<file path="src/rtl/radix_digit_formatter_macros.svh">
// ----------------------------------------------------------------------------
// radix_digit_formatter_macros
// Assertion macros used by the formatter's top-level RTL file.
// ----------------------------------------------------------------------------
`ifndef RADIX_DIGIT_FORMATTER_MACROS_SVH
`define RADIX_DIGIT_FORMATTER_MACROS_SVH

// The consequent must hold in the same cycle as the antecedent.
`define RDF_ASSERT_IMP(label, clk, rst, ante, cons) \
   label: assert property (@(posedge clk) disable iff (rst) (ante) |-> (cons)) \
      else $error("radix_digit_formatter: same-cycle check failed");

// The consequent must hold in the cycle after the antecedent.
`define RDF_ASSERT_NXT(label, clk, rst, ante, cons) \
   label: assert property (@(posedge clk) disable iff (rst) (ante) |=> (cons)) \
      else $error("radix_digit_formatter: next-cycle check failed");

`endif

</file>
<file path="src/rtl/rdf_pkg.sv">
// ----------------------------------------------------------------------------
// rdf_pkg
// Widths, codes and controller/datapath interface types of the formatter.
// ----------------------------------------------------------------------------
package rdf_pkg;

   // Value and alphabet geometry.
   localparam int VALUE_BITS  = 32;
   localparam int MAX_RADIX   = 16;
   localparam int LEN_W       = 5;
   localparam int DIGIT_W     = $clog2(MAX_RADIX);
   localparam int BYTE_W      = 8;
   localparam int OUT_SYM_W   = 7;
   localparam int CSR_DATA_W  = 64;
   localparam int CSR_INDEX_W = 2;

   // Digit stack holds at most one digit per value bit (radix two).
   localparam int STACK_DEPTH = VALUE_BITS;
   localparam int STACK_IDX_W = $clog2(STACK_DEPTH);
   localparam int STACK_CNT_W = $clog2(STACK_DEPTH + 1);

   // The divider retires this many quotient bits per cycle.
   localparam int DIV_BITS    = 4;
   localparam int DIV_STEPS   = VALUE_BITS / DIV_BITS;
   localparam int DIV_CNT_W   = $clog2(DIV_STEPS);

   // Symbol codes.
   localparam logic [BYTE_W-1:0] SYM_MINUS = 8'd45;
   localparam logic [BYTE_W-1:0] SYM_PLUS  = 8'd43;
   localparam logic [BYTE_W:0]   SYM_LIMIT = 9'd128;

   // Register indexes of the configuration port.
   localparam logic [CSR_INDEX_W-1:0] CSR_RADIX_LEN    = 2'd0;
   localparam logic [CSR_INDEX_W-1:0] CSR_SYMBOLS_LOW  = 2'd1;
   localparam logic [CSR_INDEX_W-1:0] CSR_SYMBOLS_HIGH = 2'd2;

   // Commands from the controller to the datapath.
   typedef struct packed {
      logic load;        // capture a new request
      logic check_mode;  // symbol read port addressed by the check index
      logic check_step;  // advance the check index
      logic div_step;    // one divider iteration
      logic div_last;    // final iteration of a digit: push the remainder
      logic emit_sign;   // load '-' into the output register
      logic emit_digit;  // pop a digit into the output register
   } ctrl_cmd_type;

   // Status from the datapath to the controller.
   typedef struct packed {
      logic len_bad;
      logic sym_bad;
      logic check_last;
      logic neg;
      logic quot_zero;
      logic out_free;
      logic stack_one;
      logic stack_empty;
   } dp_stat_type;

endpackage

</file>
<file path="src/rtl/rdf_ctrl.sv">
// ----------------------------------------------------------------------------
// rdf_ctrl
// Sequencer: alphabet check, digit division loop and symbol emission.
// ----------------------------------------------------------------------------
module rdf_ctrl
   import rdf_pkg::*;
(
   input  logic         clock,
   input  logic         reset,
   input  logic         req_valid,
   output logic         req_stall,
   input  dp_stat_type  stat,
   output ctrl_cmd_type cmd
);

   localparam logic [2:0] ST_IDLE   = 3'd0;
   localparam logic [2:0] ST_CHECK  = 3'd1;
   localparam logic [2:0] ST_DIVIDE = 3'd2;
   localparam logic [2:0] ST_SIGN   = 3'd3;
   localparam logic [2:0] ST_DIGIT  = 3'd4;

   logic [2:0]           state_ff, state_in;
   logic [DIV_CNT_W-1:0] div_cnt_ff, div_cnt_in;
   logic                 div_last;

   // Only an idle controller takes a new request.
   assign req_stall = (state_ff != ST_IDLE);
   assign div_last  = (div_cnt_ff == DIV_CNT_W'(DIV_STEPS - 1));

   // Next state and commands.
   always_comb begin
      state_in   = state_ff;
      div_cnt_in = div_cnt_ff;
      cmd        = '0;
      case (state_ff)
         ST_IDLE: begin
            div_cnt_in = '0;
            if (req_valid) begin
               cmd.load = 1'b1;
               state_in = ST_CHECK;
            end
         end
         ST_CHECK: begin
            cmd.check_mode = 1'b1;
            if (stat.len_bad || stat.sym_bad) begin
               state_in = ST_IDLE;
            end else if (stat.check_last) begin
               state_in = ST_DIVIDE;
            end else begin
               cmd.check_step = 1'b1;
            end
         end
         ST_DIVIDE: begin
            cmd.div_step = 1'b1;
            cmd.div_last = div_last;
            div_cnt_in   = div_last ? '0 : div_cnt_ff + 1'b1;
            if (div_last && stat.quot_zero) begin
               state_in = stat.neg ? ST_SIGN : ST_DIGIT;
            end
         end
         ST_SIGN: begin
            if (stat.out_free) begin
               cmd.emit_sign = 1'b1;
               state_in      = ST_DIGIT;
            end
         end
         ST_DIGIT: begin
            if (stat.out_free) begin
               cmd.emit_digit = 1'b1;
               if (stat.stack_one) begin
                  state_in = ST_IDLE;
               end
            end
         end
         default: begin
            state_in = ST_IDLE;
         end
      endcase
   end

   // State registers.
   always_ff @(posedge clock) begin
      if (reset) begin
         state_ff   <= ST_IDLE;
         div_cnt_ff <= '0;
      end else begin
         state_ff   <= state_in;
         div_cnt_ff <= div_cnt_in;
      end
   end

endmodule

</file>
<file path="config.mk">
export PLATFORM = sky130hd
export DESIGN_NAME = rdf_ctrl
export DESIGN_NICKNAME = d
export VERILOG_FILES = /design/src/rtl/radix_digit_formatter_macros.svh /design/src/rtl/rdf_pkg.sv /design/src/rtl/rdf_ctrl.sv
export SDC_FILE = /design/constraint.sdc
export NUM_CORES = 1
export LEC_CHECK = 0
export ABC_AREA = 1
export BUFFER_PORTS_ARGS = -buffer_cell sky130_fd_sc_hd__buf_2
export CAP_MARGIN = 20
export CORE_AREA = 2 2 39 41
export CTS_CLUSTER_DIAMETER = 120
export DETAILED_ROUTE_END_ITERATION = 12
export DIE_AREA = 0 0 41 43
export SLEW_MARGIN = 5
export SYNTH_ARGS = -nofsm -noshare
export SYNTH_HDL_FRONTEND = slang
export SYNTH_SLANG_ARGS = --single-unit
</file>
<file path="constraint.sdc">
create_clock -name clock -period 1.1 [get_ports clock]
set_input_delay 0 -clock clock [delete_from_list [all_inputs] [get_ports clock]]
set_output_delay 0 -clock clock [all_outputs]
set_load 0.005 [all_outputs]
</file>
### Word-level counts from Yosys, hierarchy flattened

Index checks and enable logic that the tools add are counted.

* bits in registers: 6
* output and inout port bits: 8

* eq/ne operators: 11
* reduce and logical (&&, ||, !) cells: 6
* add/sub/neg operators: 1
* muxes and demuxes: 20

Operator list (number)
* $mux W3: 9
* $pmux W3 S5: 1
* $ne A2 B2 Y1 const B: 5
* $mux W1: 7
* $eq A3 B2 Y1 const B: 2
* $eq A3 B3 Y1 const B: 2
* $pmux W3 S2: 1
* $reduce_and A6 Y1: 1
* $mux W2: 2
* $add A3 B1 Y3 const B: 1
* $eq A3 B1 Y1 const B: 1
* $logic_not A3 Y1: 1
* $ne A3 B3 Y1 const B: 1
* $reduce_bool A3 Y1: 1
* $reduce_bool A2 Y1: 1
* $logic_and A1 B1 Y1: 1
* $logic_or A1 B1 Y1: 1

### Depth between registers and ports, before layout

* depth after elaboration: 4
* depth in mapped cells: 9
* gate-level depth less buffers: 9

### Worst setup path after synthesis

Ideal clock, no wire load.

* kind: reg-to-reg
* start point: register div_cnt_ff[0]
* end point: register state_ff[0]
* library setup time: 113 ps
* arrival time: 1086 ps
* buffers on the path: 0
* setup slack: -99 ps
* data required time: 987 ps
* stages on the path, launching flop included: 9
* clock period less this slack: 1199 ps
* cell sequence: dfxtp_1 -> ha_1 -> ha_1 -> nand2_1 -> nand3_1 -> nand3_1 -> nor2_4 -> nor2_1 -> nor2_1

* word-level cells in the longest chain between the ends: 4

RTL lines
* start, declared: line rdf_ctrl.sv:23 `logic [DIV_CNT_W-1:0] div_cnt_ff, div_cnt_in;`
* start signal, assigned: line rdf_ctrl.sv:88 `div_cnt_ff <= div_cnt_in;`
* $eq A3 B3 Y1: line rdf_ctrl.sv:28 `assign div_last = (div_cnt_ff == DIV_CNT_W'(DIV_STEPS - 1));`
* $logic_and A1 B1 Y1: line rdf_ctrl.sv:57 `if (div_last && stat.quot_zero) begin`
* $ne A2 B2 Y1 (no line)
* $reduce_and A6 Y1 (no line)
* end signal, assigned: line rdf_ctrl.sv:87 `state_ff <= state_in;`
* end, declared: line rdf_ctrl.sv:22 `logic [2:0] state_ff, state_in;`

No other way between the ends.
A chain may end at the register's enable or synchronous reset.

### Final worst setup path

* start point: register div_cnt_ff[1]
* end point: register state_ff[1]

Same word-level chain as after synthesis.

==> results_dict.tcl <==
set metrics [dict create \
    dp_slack_ps -124.7 \
    p_leak_nw 0.4334 \
    grt_max_degree 8 \
    worst_pin_slew_ps 224.3 \
    synthTopCellsByArea "dfxtp_1 (25%), nor2_1 (14%), nand2_1 (13%), nand3_1 (10%), inv_1 (9.4%)" \
    wl_met2_um 666 \
    drt-vias-per-instance 4.752 \
    yosys.area.top_type "dfxtp_1" \
    ys_seq_area_share_pct 25.13 \
    ir_worst_vdd_mv 1.370 \
    rsz0062_at_grt "yes" \
    setup_slack_ps -81.73 \
    grt_pass1_wl_um 1938 \
    postSynthAreaPerCell_um2 5.829 \
    holdPathStages 5 \
    worst_clock_skew_ps 3.526 \
    crit_buf_inv 1 \
    gp_congestion 0.7791 \
    portBuffers 17 \
    wl_per_cell_um 10.16 \
    cts_tree "built" \
    fin_crit_sh_pct 107.4 \
    top_layer "met4" \
    final_common_cell "buf_2" \
    netlist_area_um2 478.0 \
    synth-seq-cells 6 \
    grt.overflow.total 0 \
    synthCells 82 \
    cp-start-kind "flip-flop" \
    initial_core_util_pct 34.54 \
    hp-start "stat[4]" \
    m1WireLength_um 555 \
    max_stage_delay_ps 330 \
    rows 14 \
    hold_path_end "state_ff[0]" \
    design_power_total_w 0.001982 \
    met3_length_um 57 \
    reg2reg_slack_ps -80 \
    post-route-drc-count 0 \
    cp.arrival_ps 1350 \
    cts_max_level 1 \
    final-max-slew-violation-count 0 \
    power.density_nw_per_um2 2460 \
    cts_buffers 3 \
    status "finished with violations" \
    hold_slack_ps 173.7 \
    slowest_stage "dfxtp_2" \
    finalHoldViolations 0 \
    coreArea_um2 1384 \
    r2r-end "state_ff[1]" \
    path_clk_slew_ps 40 \
    syn_to_final_growth_pct 68.59 \
    drtIter0Drc 7 \
    r2r-start "div_cnt_ff[1]" \
    critPathCaptureType "flip-flop" \
    setup_tns_ps -276.8 \
    wl_um 1311 \
    yosysTopAreaCellShare_pct 25.13 \
    vias 613 \
    antenna_found_initial 0 \
    cts-root-buf "clkbuf_4" \
    grt_pass1_vias 486 \
    path_delay_family "simple AND/OR/NAND/NOR gates" \
    violations "setup timing" \
    mostFrequentLayoutCells "buf_2 (17), nor2_1 (16), nand2_1 (13), inv_1 (10), buf_4 (9)" \
    grt_usage_pct 16.80 \
    insertion_delay_ps 240 \
    rr_worst_depth 9 \
    ys_types 15 \
    synth.net_count 95 \
    clock_path_buffers 2 \
    period_minus_slack_ps 1182 \
    die_height_um 43 \
    nets 128 \
    die_w_um 41 \
    antennaDiodeCount 0 \
    ant_nets 0 \
    drtPass1Iterations 4 \
    num_io_pins 19 \
    drv_cap 0 \
    fmax_mhz 846.2 \
    die-area_um2 1763 \
    cts_sinks 6 \
    crit_chain "ha_4 -> ha_4 -> nand2_4 -> inv_2 -> nor2_4 -> nor2_4 -> nand3_1 -> nand2_1 -> nor2_1" \
    cp.required_ps 1270 \
    dp_hpwl_um 952.2 \
    layout-drive-gt1-share_pct 52.21 \
    slew_headroom_pct 84.89 \
    yosys_warnings 0 \
    hp-class "primary input to flip-flop" \
    worstPathMaxFanout 3 \
    finalSetupViolCount 8 \
    criticalPathCategory "flip-flop to flip-flop" \
]
## metal layers
metal | up-vias | track usage [%]
met5 | - | 0
met4 | 0 | 13.33
met3 | 6 | 4.188
met2 | 18 | 24.69
met1 | 268 | 19.42
li1 | 321 | -
## Yosys cell counts
cell type / number
nand3_1: 10
o21ai_0: 1
nand2_1: 17
a21oi_1: 3
dfxtp_1: 6
nand2_2: 1
a211oi_1: 1
nor2_1: 18
inv_2: 4
ha_1: 2
o211ai_1: 1
nor2_2: 3
nor2_4: 1
nand3_2: 2
inv_1: 12
## area by class of cell
cell class                      instances  area [um^2]
Fill cell                             136        578.1
Multi-Input combinational cell         60        390.4
Timing Repair Buffer                   28        173.9
Sequential cell                         6        133.9
Inverter                               16        65.06
Clock buffer                            3        22.52
Tap cell                               16        20.02
## worst reg2reg max path, delay by kind of cell (launching register included)
family / cells / cell delay, ps
buffers and inverters: 1 / 40
DFF: 1 / 330
adders and majority gates: 2 / 320
and+or+nand+nor: 6 / 440
## cells by family (layout without fill, tap and decap cells)
family | after synthesis | count (layout) | synth area share (%)
AO/OA/AOI/OAI | 6 | 6 | 7.329
adder cells (fa/ha/maj) | 2 | 2 | 5.235
buffers and inverters | 16 | 47 | 12.56
flip-flops | 6 | 6 | 25.13
AND/OR/NAND/NOR | 52 | 52 | 49.74
## worst max-delay path by stage
stage                  startpoint           to  slack (ps)  cells after the start
floorplan           div_cnt_ff[0]  state_ff[1]          -6                      9
global placement      state_ff[1]  state_ff[1]        -120                      7
detailed placement    state_ff[1]  state_ff[1]        -120                      7
CTS                 div_cnt_ff[1]  state_ff[1]         -70                      9
global route          state_ff[1]  state_ff[0]        -150                      8
finish              div_cnt_ff[1]  state_ff[1]         -80                      9
## registers in the layout, summed over array words and instances, names as in the netlist
register,flops
div_cnt_ff,3
state_ff,3
## what timing repair did
item                                    CTS  global route
endpoints found under the hold margin     3             0
resized for setup                        12            12
hold buffers                              1             0
gates cloned                              0             0
pin swaps                                 5             8
endpoints found under the setup margin   12            13
buffers inserted                          3             1
## report_power, final
| part | internal, W | leakage (nW) | switching (W) |
|---|---|---|---|
| combinational | 0.000637 | 0.368 | 0.000712 |
| clock | 0.000123 | 0.0138 | 0.0000692 |
| sequential | 0.000316 | 0.0520 | 0.000124 |
| total | 0.00108 | 0.433 | 0.000905 |
## stage by stage
step                util, %  instances  instance area [um^2]
global placement      48.82        122                 675.6
finish                58.23        129                 805.8
CTS                   54.52        128                 754.5
detailed placement    48.82        122                 675.6
floorplan                 -         82                 518.0
global route          58.23        129                 805.8
No activity file was read; power rests on OpenSTA's default activity.
