<file path="src/rtl/radix_digit_formatter_macros.svh">
// ----------------------------------------------------------------------------
// radix_digit_formatter_macros
// Assertion macros used by the formatter's top-level RTL file.
// ----------------------------------------------------------------------------
`ifndef RADIX_DIGIT_FORMATTER_MACROS_SVH
`define RADIX_DIGIT_FORMATTER_MACROS_SVH

// The consequent must hold in the same cycle as the antecedent.
`define RDF_ASSERT_IMP(label, clk, rst, ante, cons) \
   label: assert property (@(posedge clk) disable iff (rst) (ante) |-> (cons)) \
      else $error("radix_digit_formatter: same-cycle check failed");

// The consequent must hold in the cycle after the antecedent.
`define RDF_ASSERT_NXT(label, clk, rst, ante, cons) \
   label: assert property (@(posedge clk) disable iff (rst) (ante) |=> (cons)) \
      else $error("radix_digit_formatter: next-cycle check failed");

`endif

</file>
<file path="src/rtl/rdf_pkg.sv">
// ----------------------------------------------------------------------------
// rdf_pkg
// Widths, codes and controller/datapath interface types of the formatter.
// ----------------------------------------------------------------------------
package rdf_pkg;

   // Value and alphabet geometry.
   localparam int VALUE_BITS  = 32;
   localparam int MAX_RADIX   = 16;
   localparam int LEN_W       = 5;
   localparam int DIGIT_W     = $clog2(MAX_RADIX);
   localparam int BYTE_W      = 8;
   localparam int OUT_SYM_W   = 7;
   localparam int CSR_DATA_W  = 64;
   localparam int CSR_INDEX_W = 2;

   // Digit stack holds at most one digit per value bit (radix two).
   localparam int STACK_DEPTH = VALUE_BITS;
   localparam int STACK_IDX_W = $clog2(STACK_DEPTH);
   localparam int STACK_CNT_W = $clog2(STACK_DEPTH + 1);

   // The divider retires this many quotient bits per cycle.
   localparam int DIV_BITS    = 4;
   localparam int DIV_STEPS   = VALUE_BITS / DIV_BITS;
   localparam int DIV_CNT_W   = $clog2(DIV_STEPS);

   // Symbol codes.
   localparam logic [BYTE_W-1:0] SYM_MINUS = 8'd45;
   localparam logic [BYTE_W-1:0] SYM_PLUS  = 8'd43;
   localparam logic [BYTE_W:0]   SYM_LIMIT = 9'd128;

   // Register indexes of the configuration port.
   localparam logic [CSR_INDEX_W-1:0] CSR_RADIX_LEN    = 2'd0;
   localparam logic [CSR_INDEX_W-1:0] CSR_SYMBOLS_LOW  = 2'd1;
   localparam logic [CSR_INDEX_W-1:0] CSR_SYMBOLS_HIGH = 2'd2;

   // Commands from the controller to the datapath.
   typedef struct packed {
      logic load;        // capture a new request
      logic check_mode;  // symbol read port addressed by the check index
      logic check_step;  // advance the check index
      logic div_step;    // one divider iteration
      logic div_last;    // final iteration of a digit: push the remainder
      logic emit_sign;   // load '-' into the output register
      logic emit_digit;  // pop a digit into the output register
   } ctrl_cmd_type;

   // Status from the datapath to the controller.
   typedef struct packed {
      logic len_bad;
      logic sym_bad;
      logic check_last;
      logic neg;
      logic quot_zero;
      logic out_free;
      logic stack_one;
      logic stack_empty;
   } dp_stat_type;

endpackage

</file>
<file path="src/rtl/rdf_datapath.sv">
// ----------------------------------------------------------------------------
// rdf_datapath
// Configuration registers, alphabet checker, radix divider, digit stack and
// output register.
// ----------------------------------------------------------------------------
module rdf_datapath
   import rdf_pkg::*;
(
   input  logic                   clock,
   input  logic                   reset,
   input  logic                   csr_valid,
   input  logic [CSR_INDEX_W-1:0] csr_index,
   input  logic [CSR_DATA_W-1:0]  csr_data,
   input  logic [VALUE_BITS-1:0]  req_value,
   input  ctrl_cmd_type           cmd,
   output dp_stat_type            stat,
   input  logic                   rsp_stall,
   output logic                   rsp_valid,
   output logic [OUT_SYM_W-1:0]   rsp_symbol,
   output logic                   rsp_last
);

   logic [LEN_W-1:0]        radix_len_ff;
   logic [CSR_DATA_W-1:0]   symbols_low_ff;
   logic [CSR_DATA_W-1:0]   symbols_high_ff;
   logic [2*CSR_DATA_W-1:0] symbols_all;

   logic [BYTE_W-1:0]      sym_arr [MAX_RADIX];
   logic [DIGIT_W-1:0]     check_idx_ff, check_idx_in;
   logic [DIGIT_W-1:0]     sym_addr;
   logic [BYTE_W-1:0]      cur_sym;
   logic                   cur_bad;
   logic                   cur_dup;

   logic                   neg_ff;
   logic [VALUE_BITS-1:0]  quot_ff, quot_in;
   logic [DIGIT_W-1:0]     rem_ff, rem_in;
   logic [LEN_W-1:0]       part;

   logic [DIGIT_W-1:0]     stack_ff [STACK_DEPTH];
   logic [STACK_CNT_W-1:0] stack_cnt_ff;
   logic [STACK_CNT_W-1:0] stack_top;

   logic                   rsp_valid_ff;
   logic [OUT_SYM_W-1:0]   rsp_symbol_ff;
   logic                   rsp_last_ff;
   logic                   out_free;

   // Configuration writes; indexes beyond the register list are dropped.
   always_ff @(posedge clock) begin
      if (reset) begin
         radix_len_ff    <= '0;
         symbols_low_ff  <= '0;
         symbols_high_ff <= '0;
      end else if (csr_valid) begin
         case (csr_index)
            CSR_RADIX_LEN:    radix_len_ff    <= csr_data[LEN_W-1:0];
            CSR_SYMBOLS_LOW:  symbols_low_ff  <= csr_data;
            CSR_SYMBOLS_HIGH: symbols_high_ff <= csr_data;
            default: ;
         endcase
      end
   end

   // Alphabet as an array of bytes, symbol 0 in the low byte.
   assign symbols_all = {symbols_high_ff, symbols_low_ff};

   always_comb begin
      for (int i = 0; i < MAX_RADIX; i++) begin
         sym_arr[i] = symbols_all[i*BYTE_W +: BYTE_W];
      end
   end

   // One symbol read port, shared by the checker and the emitter.
   assign stack_top = stack_cnt_ff - 1'b1;
   assign sym_addr  = cmd.check_mode ? check_idx_ff : stack_ff[stack_top[STACK_IDX_W-1:0]];
   assign cur_sym   = sym_arr[sym_addr];

   // The current symbol is illegal, or equals one of the earlier symbols.
   always_comb begin
      cur_bad = (cur_sym == '0) || ({1'b0, cur_sym} >= SYM_LIMIT) ||
                (cur_sym == SYM_PLUS) || (cur_sym == SYM_MINUS);
      cur_dup = 1'b0;
      for (int j = 0; j < MAX_RADIX; j++) begin
         if ((DIGIT_W'(j) < check_idx_ff) && (sym_arr[j] == cur_sym)) begin
            cur_dup = 1'b1;
         end
      end
   end

   // Check index walks the alphabet one symbol a cycle.
   always_comb begin
      check_idx_in = check_idx_ff;
      if (cmd.load) begin
         check_idx_in = '0;
      end else if (cmd.check_step) begin
         check_idx_in = check_idx_ff + 1'b1;
      end
   end

   always_ff @(posedge clock) begin
      check_idx_ff <= check_idx_in;
   end

   // Restoring division by the radix, several quotient bits per cycle.
   always_comb begin
      quot_in = quot_ff;
      rem_in  = rem_ff;
      part    = '0;
      for (int k = 0; k < DIV_BITS; k++) begin
         part    = {rem_in, quot_in[VALUE_BITS-1]};
         quot_in = {quot_in[VALUE_BITS-2:0], 1'b0};
         if (part >= radix_len_ff) begin
            part       = part - radix_len_ff;
            quot_in[0] = 1'b1;
         end
         rem_in = part[DIGIT_W-1:0];
      end
   end

   // Magnitude and sign capture, then the division loop.
   always_ff @(posedge clock) begin
      if (cmd.load) begin
         neg_ff  <= req_value[VALUE_BITS-1];
         quot_ff <= req_value[VALUE_BITS-1] ? (~req_value + 1'b1) : req_value;
         rem_ff  <= '0;
      end else if (cmd.div_step) begin
         quot_ff <= quot_in;
         rem_ff  <= cmd.div_last ? '0 : rem_in;
      end
   end

   // Digit stack: remainders pushed least significant first, popped for output.
   always_ff @(posedge clock) begin
      if (cmd.div_step && cmd.div_last) begin
         stack_ff[stack_cnt_ff[STACK_IDX_W-1:0]] <= rem_in;
      end
   end

   always_ff @(posedge clock) begin
      if (reset) begin
         stack_cnt_ff <= '0;
      end else if (cmd.load) begin
         stack_cnt_ff <= '0;
      end else if (cmd.div_step && cmd.div_last) begin
         stack_cnt_ff <= stack_cnt_ff + 1'b1;
      end else if (cmd.emit_digit) begin
         stack_cnt_ff <= stack_top;
      end
   end

   // Output register; free when empty or being taken this cycle.
   assign out_free = !rsp_valid_ff || !rsp_stall;

   always_ff @(posedge clock) begin
      if (reset) begin
         rsp_valid_ff <= 1'b0;
      end else if (cmd.emit_sign || cmd.emit_digit) begin
         rsp_valid_ff <= 1'b1;
      end else if (!rsp_stall) begin
         rsp_valid_ff <= 1'b0;
      end
   end

   always_ff @(posedge clock) begin
      if (cmd.emit_sign) begin
         rsp_symbol_ff <= SYM_MINUS[OUT_SYM_W-1:0];
         rsp_last_ff   <= 1'b0;
      end else if (cmd.emit_digit) begin
         rsp_symbol_ff <= cur_sym[OUT_SYM_W-1:0];
         rsp_last_ff   <= (stack_cnt_ff == STACK_CNT_W'(1));
      end
   end

   assign rsp_valid  = rsp_valid_ff;
   assign rsp_symbol = rsp_symbol_ff;
   assign rsp_last   = rsp_last_ff;

   // Status to the controller.
   always_comb begin
      stat             = '0;
      stat.len_bad     = (radix_len_ff < LEN_W'(2)) || (radix_len_ff > LEN_W'(MAX_RADIX));
      stat.sym_bad     = cur_bad || cur_dup;
      stat.check_last  = ({1'b0, check_idx_ff} == (radix_len_ff - 1'b1));
      stat.neg         = neg_ff;
      stat.quot_zero   = (quot_in == '0);
      stat.out_free    = out_free;
      stat.stack_one   = (stack_cnt_ff == STACK_CNT_W'(1));
      stat.stack_empty = (stack_cnt_ff == '0);
   end

endmodule

</file>
<file path="config.mk">
export PLATFORM = sky130hd
export DESIGN_NAME = rdf_datapath
export DESIGN_NICKNAME = d
export VERILOG_FILES = /design/src/rtl/radix_digit_formatter_macros.svh /design/src/rtl/rdf_pkg.sv /design/src/rtl/rdf_datapath.sv
export SDC_FILE = /design/constraint.sdc
export NUM_CORES = 1
export LEC_CHECK = 0
export ABC_AREA = 1
export ABC_CLOCK_PERIOD_IN_PS = 22500
export BUFFER_PORTS_ARGS = -buffer_cell sky130_fd_sc_hd__buf_2
export CAP_MARGIN = 20
export CORE_MARGIN = 5
export CORE_UTILIZATION = 40
export DETAILED_ROUTE_END_ITERATION = 6
export SETUP_SLACK_MARGIN = 0.05
export SLEW_MARGIN = 20
export SYNTH_ARGS = -nofsm -noshare
export SYNTH_HDL_FRONTEND = slang
export SYNTH_SLANG_ARGS = --single-unit
</file>
<file path="constraint.sdc">
create_clock -name clock -period 22.5 [get_ports clock]
set_input_delay 4.5 -clock clock [delete_from_list [all_inputs] [get_ports clock]]
set_output_delay 4.5 -clock clock [all_outputs]
set_load 0.02 [all_outputs]
</file>
Word level (Yosys, flattened, before mapping). Memory sizes are Yosys's and may differ from the RTL's. Cells that the tools add are included.

Register bits: 189. Word-level logic and storage cells: 144. Memory bits (read-only): 0. Memories: 1. Bits in latches: 0. RAM bits: 128. Bits of input ports: 109.

Memory list: stack_ff (words 32, bits a word 4, rd ports 1, clocked after memory_dff 0, wr ports 1, RTL line rdf_datapath.sv:40) `logic [DIGIT_W-1:0] stack_ff [STACK_DEPTH];`.

$add $sub $neg: 9. Shift operators: 0. Divide/modulo/power cells: 0. Eq/ne operators: 23. Reductions and logical operators: 36. Multiplexer cells: 38. Bitwise logic cells: 2. $mul: 0. $lt $le $gt $ge: 24.

Operators by type and width (count): equality test 8 bit (16); 2-to-1 mux 32 bit (3); adder 32 x 1 -> 32 bit, second input constant (1); binary-select mux 8 bit (select 4 bit) (1); logical NOT 32 bit (1); less-than comparator 4 bit, first input constant (8); inverter 32 bit (1); 2-to-1 mux 1 bit (24); 2-to-1 mux 4 bit (6); greater-or-equal comparator 5 bit (4); logical AND 1 bit (17); equality test 8 x 6 -> 1 bit, second input constant (2); less-than comparator 3 x 4 -> 1 bit, first input constant (4); 2-to-1 mux 8 bit (2); subtractor 4 bit (4); 2-to-1 mux 6 bit (2); greater-or-equal comparator 8 bit, second input constant (1); logical NOT 8 bit (1); less-than comparator 1 x 4 -> 1 bit, first input constant (2); less-than comparator 2 x 4 -> 1 bit, first input constant (2); logical OR 1 bit (7); adder 6 x 1 -> 6 bit, second input constant (1); equality test 6 x 1 -> 1 bit, second input constant (1); logical NOT 6 bit (1); 16 further kinds (20).

Depth between registers and ports, before layout. An unclocked memory read counts as a cell.

Depth after elaboration: 26. Gate-level depth with buffers: 38. Gate-level depth less buffers: 38.

Worst setup path before layout. No wires, ideal clock.

Path type: input to output. Start: input cmd[5] (netlist bit). End: output stat[6] (netlist bit). Required time: 18.000 ns. Arrival time: 6.465 ns. Path buffers: 3. Stages: 16. Setup slack: 11.535 ns. Cell sequence: nand2_1 > clkbuf_1 > clkbuf_1 > nand3_1 > nand3_1 > nand3_1 > nand3_4 > nand2_4 > buf_6 > xor2_1 > nand3_1 > nor2_1 > nor2_1 > nand2_1 > nor2_1 > nand3_1.

RTL lines: start: declaration (RTL line rdf_datapath.sv:15) `input ctrl_cmd_type cmd,`; end: declaration (RTL line rdf_datapath.sv:16) `output dp_stat_type stat,`.

==> reports/results.ini <==
[cts]
clk_pin_slew_ps = 60
post_cts_buffers = 0
cts_made_buffers = 35
h-tree-depth = 2
clockBufferDepth = 3
cts_resized = 0
hold_buffers = 0
cts_root_buffer = clkbuf_16
cts_sinks = 317
clkLatencyLatePin_ps = 550
cts_tree = done

[logic_synthesis]
synth_area_um2 = 17800
synth_edf_count = 161
ys_seq_area_frac = 0.448
postSynthAreaPerCell_um2 = 7.78
yosysWarnings = 0
synth.distinct_cells = 51
synth.ff_latch_count = 317
synthCells = 2284
synth-main-ff-cell = edfxtp_1
synth_nets = 2426
synthArstFlopShare = 0

[critical_path]
cp_data_arrival_time_ps = 8990
cp_max_fo = 65
critPathKind = input port to output pin
regToRegSetupSlack_ps = 14010
crit_path_start = cmd[5]
critPathMostFrequentCell = nand3_1
cp_slowest_cell = nand2_4
reg2reg_from = radix_len_ff[1]
endpoint = stat[6]
critPathLaunchType = input port
worstSetupEndpointType = output pin
slowest_delay_ps = 870
ff2ff_path_depth = 31
worstPathRequired_ps = 18000
cp_cell_sequence = buf_2 > inv_1 > nand3_4 > nand2_4 > nand2_1 > nand3_1 > nand3_1 > nand3_1 > nand2_1 > or2_2 > nand3_1 > nor2_1 > nand3_1 > nand3_1 > nor2_1 > nand3_1 > buf_2
r2r-end = stack_ff[14][3]

[run]
cap_violations = 0

[global_routing]
globalRouteOverflowTotal = 0
grt_pass1_wl_mm = 87.2
antenna_found_initial = 2
met2_usage = 0.335
gr-usage-met1 = 0.329
gr-usage-met3 = 0.0337
grt_pass1_vias = 15044
grt_busiest_layer = met2
grt_usage = 0.222
grt_max_degree = 73

[timing]
finalCriticalPeriod_ps = 13490
relSlewSlack = 0.274
hold_viol = 0
finalCritPeriodShare = 0.600
tightest_slew_ps = 1080
setup_tns_ps = 0
holdWs_ps = 456
setup_viol = 0
slew_violations = 0
fmax_mhz = 74.1
rsz0062_at_grt = false
setup_ws_ps = 9010
finClkSkew_ps = 20.1

[power_and_ir_drop]
p_sw_frac = 0.398
combPwrFrac = 0.381
power.leakage_nw = 8.03
powerDensity_nw_per_um2 = 133
finalPower_mw = 2.62
ir_drop_mv = 0.198
seq_power_share = 0.400
p_switching_mw = 1.04
intPower_mw = 1.57
pwr-share-clk = 0.219

[placement]
pre_cts_slack_ps = 9160
place_area_um2 = 18500
place.gp.congestion = 1.02
numPortBuffers = 125
dp_hpwl_mm = 40.0
dp_cells = 2887

[floorplan]
die-area_um2 = 48800
initial_core_util = 0.403
fp.dieH_um = 221
coreArea_um2 = 44100
ios = 126
die_w_um = 221
rows = 77

[finish]
stdcell_count = 2947
fin_util = 0.446
multi_input_area_um2 = 8560
synthToLayoutAreaGrowth_pct = 10.6
final.fill_count = 4501
regArea_um2 = 7960
final_area_um2 = 19700
nNetsFinal = 2474
drive_gt1_frac = 0.106

[route]
vias_per_cell = 5.47
wl_mm = 56.4
drtPass1Iterations = 6
drc = 0
wl_per_cell_um = 19.1
vias = 16107
final_antenna_net_count = 0
drtIter0Drc = 1777

[hold_path]
hold_path_class = flip-flop to flip-flop

[status]
outcome = finished clean

area by class of cell:
class / count / share of cell area
timing repair buffer: 138 / 0.0368
antenna: 2 / 0.000255
tap: 592 / 0.0377
multi-input combinational: 1696 / 0.436
sequential: 317 / 0.405
inverter: 144 / 0.0280
clock inverter: 11 / 0.00764
clock buffer: 47 / 0.0494
metal layers:
| metal | up-vias | routed length, um |
|---|---|---|
| met5 | - | 0 |
| met4 | 0 | 1610 |
| li1 | 7767 | - |
| met1 | 7555 | 25700 |
| met3 | 102 | 4780 |
| met2 | 683 | 24300 |
cell usage after synthesis, types with 2 or more instances:
cell type / count / area share
a22o_1: 4 / 0.0020
nand3_2: 8 / 0.0045
or2_2: 6 / 0.0021
dfxtp_1: 156 / 0.18
nand3_4: 11 / 0.011
nand3b_1: 31 / 0.013
nor2_1: 317 / 0.067
nand2_2: 5 / 0.0018
edfxtp_1: 161 / 0.27
inv_2: 9 / 0.0019
o211ai_1: 5 / 0.0021
or2_1: 2 / 0.00070
inv_1: 130 / 0.027
nand3_1: 328 / 0.092
a31oi_1: 2 / 0.00070
xor2_1: 52 / 0.026
nand2_4: 8 / 0.0051
o31ai_1: 2 / 0.00084
o21ai_0: 207 / 0.058
xnor2_1: 19 / 0.0094
nor4_1: 14 / 0.0049
buf_6: 19 / 0.012
buf_2: 31 / 0.0087
a21oi_1: 98 / 0.028
nor3_1: 15 / 0.0042
nand4_1: 11 / 0.0039
inv_4: 2 / 0.00070
clkinv_1: 2 / 0.00042
clkbuf_1: 58 / 0.012
ha_1: 29 / 0.020
nor3b_1: 4 / 0.0017
a22oi_1: 6 / 0.0025
o21ai_1: 7 / 0.0020
nand2_1: 485 / 0.10
buf_4: 17 / 0.0072
buf_8: 2 / 0.0017
a211oi_1: 4 / 0.0017
fa_1: 4 / 0.0045
worst max-delay path, delay by kind of cell:
kind | cells | cell delay (ps)
buffers and inverters | 3 | 500
and+or+nand+nor | 14 | 3920
worst min path at each step:
stage | startpoint | end | slack [ps] | cells past startpoint
after CTS | rsp_last | rsp_last | 460 | 2
after detailed placement | rsp_last | rsp_last | 440 | 2
after global routing | symbols_low_ff[6] | symbols_low_ff[6] | 510 | 2
after global placement | rsp_last | rsp_last | 450 | 2
final | rsp_last | rsp_last | 460 | 2
after floorplan | rem_ff[3] | rem_ff[3] | 450 | 2
kinds of logic (layout without fill, tap and decap cells):
| family | Yosys count | after routing | share of synthesized area |
|---|---|---|---|
| AND/OR/NAND/NOR | 1248 | 1248 | 0.316 |
| XOR/XNOR | 74 | 74 | 0.0384 |
| adder cells (fa/ha/maj) | 33 | 33 | 0.0249 |
| buffers and inverters | 271 | 340 | 0.0728 |
| other | 0 | 2 | 0 |
| flip-flops | 317 | 317 | 0.448 |
| AO/OA/AOI/OAI | 341 | 341 | 0.100 |
power by group through the flow:
stage	clock network [mW]	registers [mW]	logic, mW
floorplan	0	1.06	0.614
global placement	0	1.06	0.975
detailed placement	0	1.06	1.01
CTS	0.586	1.05	1.01
global route	0.610	1.05	1.11
finish	0.573	1.05	0.996
cell usage in the layout, fill, tap and decap left out, types with 5 or more instances in the layout:
| master | Yosys | final |
|---|---|---|
| ha_1 | 29 | 29 |
| buf_4 | 17 | 13 |
| clkbuf_1 | 58 | 7 |
| edfxtp_1 | 161 | 161 |
| or2_2 | 6 | 6 |
| buf_2 | 31 | 125 |
| a22oi_1 | 6 | 6 |
| inv_1 | 130 | 128 |
| nand3_2 | 8 | 8 |
| xor2_1 | 52 | 52 |
| nor4_1 | 14 | 14 |
| xnor2_1 | 19 | 19 |
| inv_2 | 9 | 10 |
| nand3_4 | 11 | 11 |
| o21ai_0 | 207 | 204 |
| dfxtp_1 | 156 | 155 |
| nand2_4 | 8 | 8 |
| clkbuf_16 | 0 | 35 |
| nor2_1 | 317 | 315 |
| nand3b_1 | 31 | 31 |
| clkbuf_8 | 0 | 5 |
| o211ai_1 | 5 | 5 |
| nor3_1 | 15 | 15 |
| a21oi_1 | 98 | 98 |
| o21ai_1 | 7 | 7 |
| nand2_1 | 485 | 484 |
| nand2_2 | 5 | 6 |
| nand3_1 | 328 | 328 |
| nand4_1 | 11 | 11 |
flip-flops by register name, summed over array words and instances (netlist names):
register / count
check_idx_ff: 4
neg_ff: 1
quot_ff: 32
radix_len_ff: 5
rem_ff: 4
rsp_last: 1
rsp_symbol: 7
rsp_valid: 1
stack_cnt_ff: 6
stack_ff: 128
symbols_high_ff: 64
symbols_low_ff: 64
No activity file was read; power rests on OpenSTA's default activity.
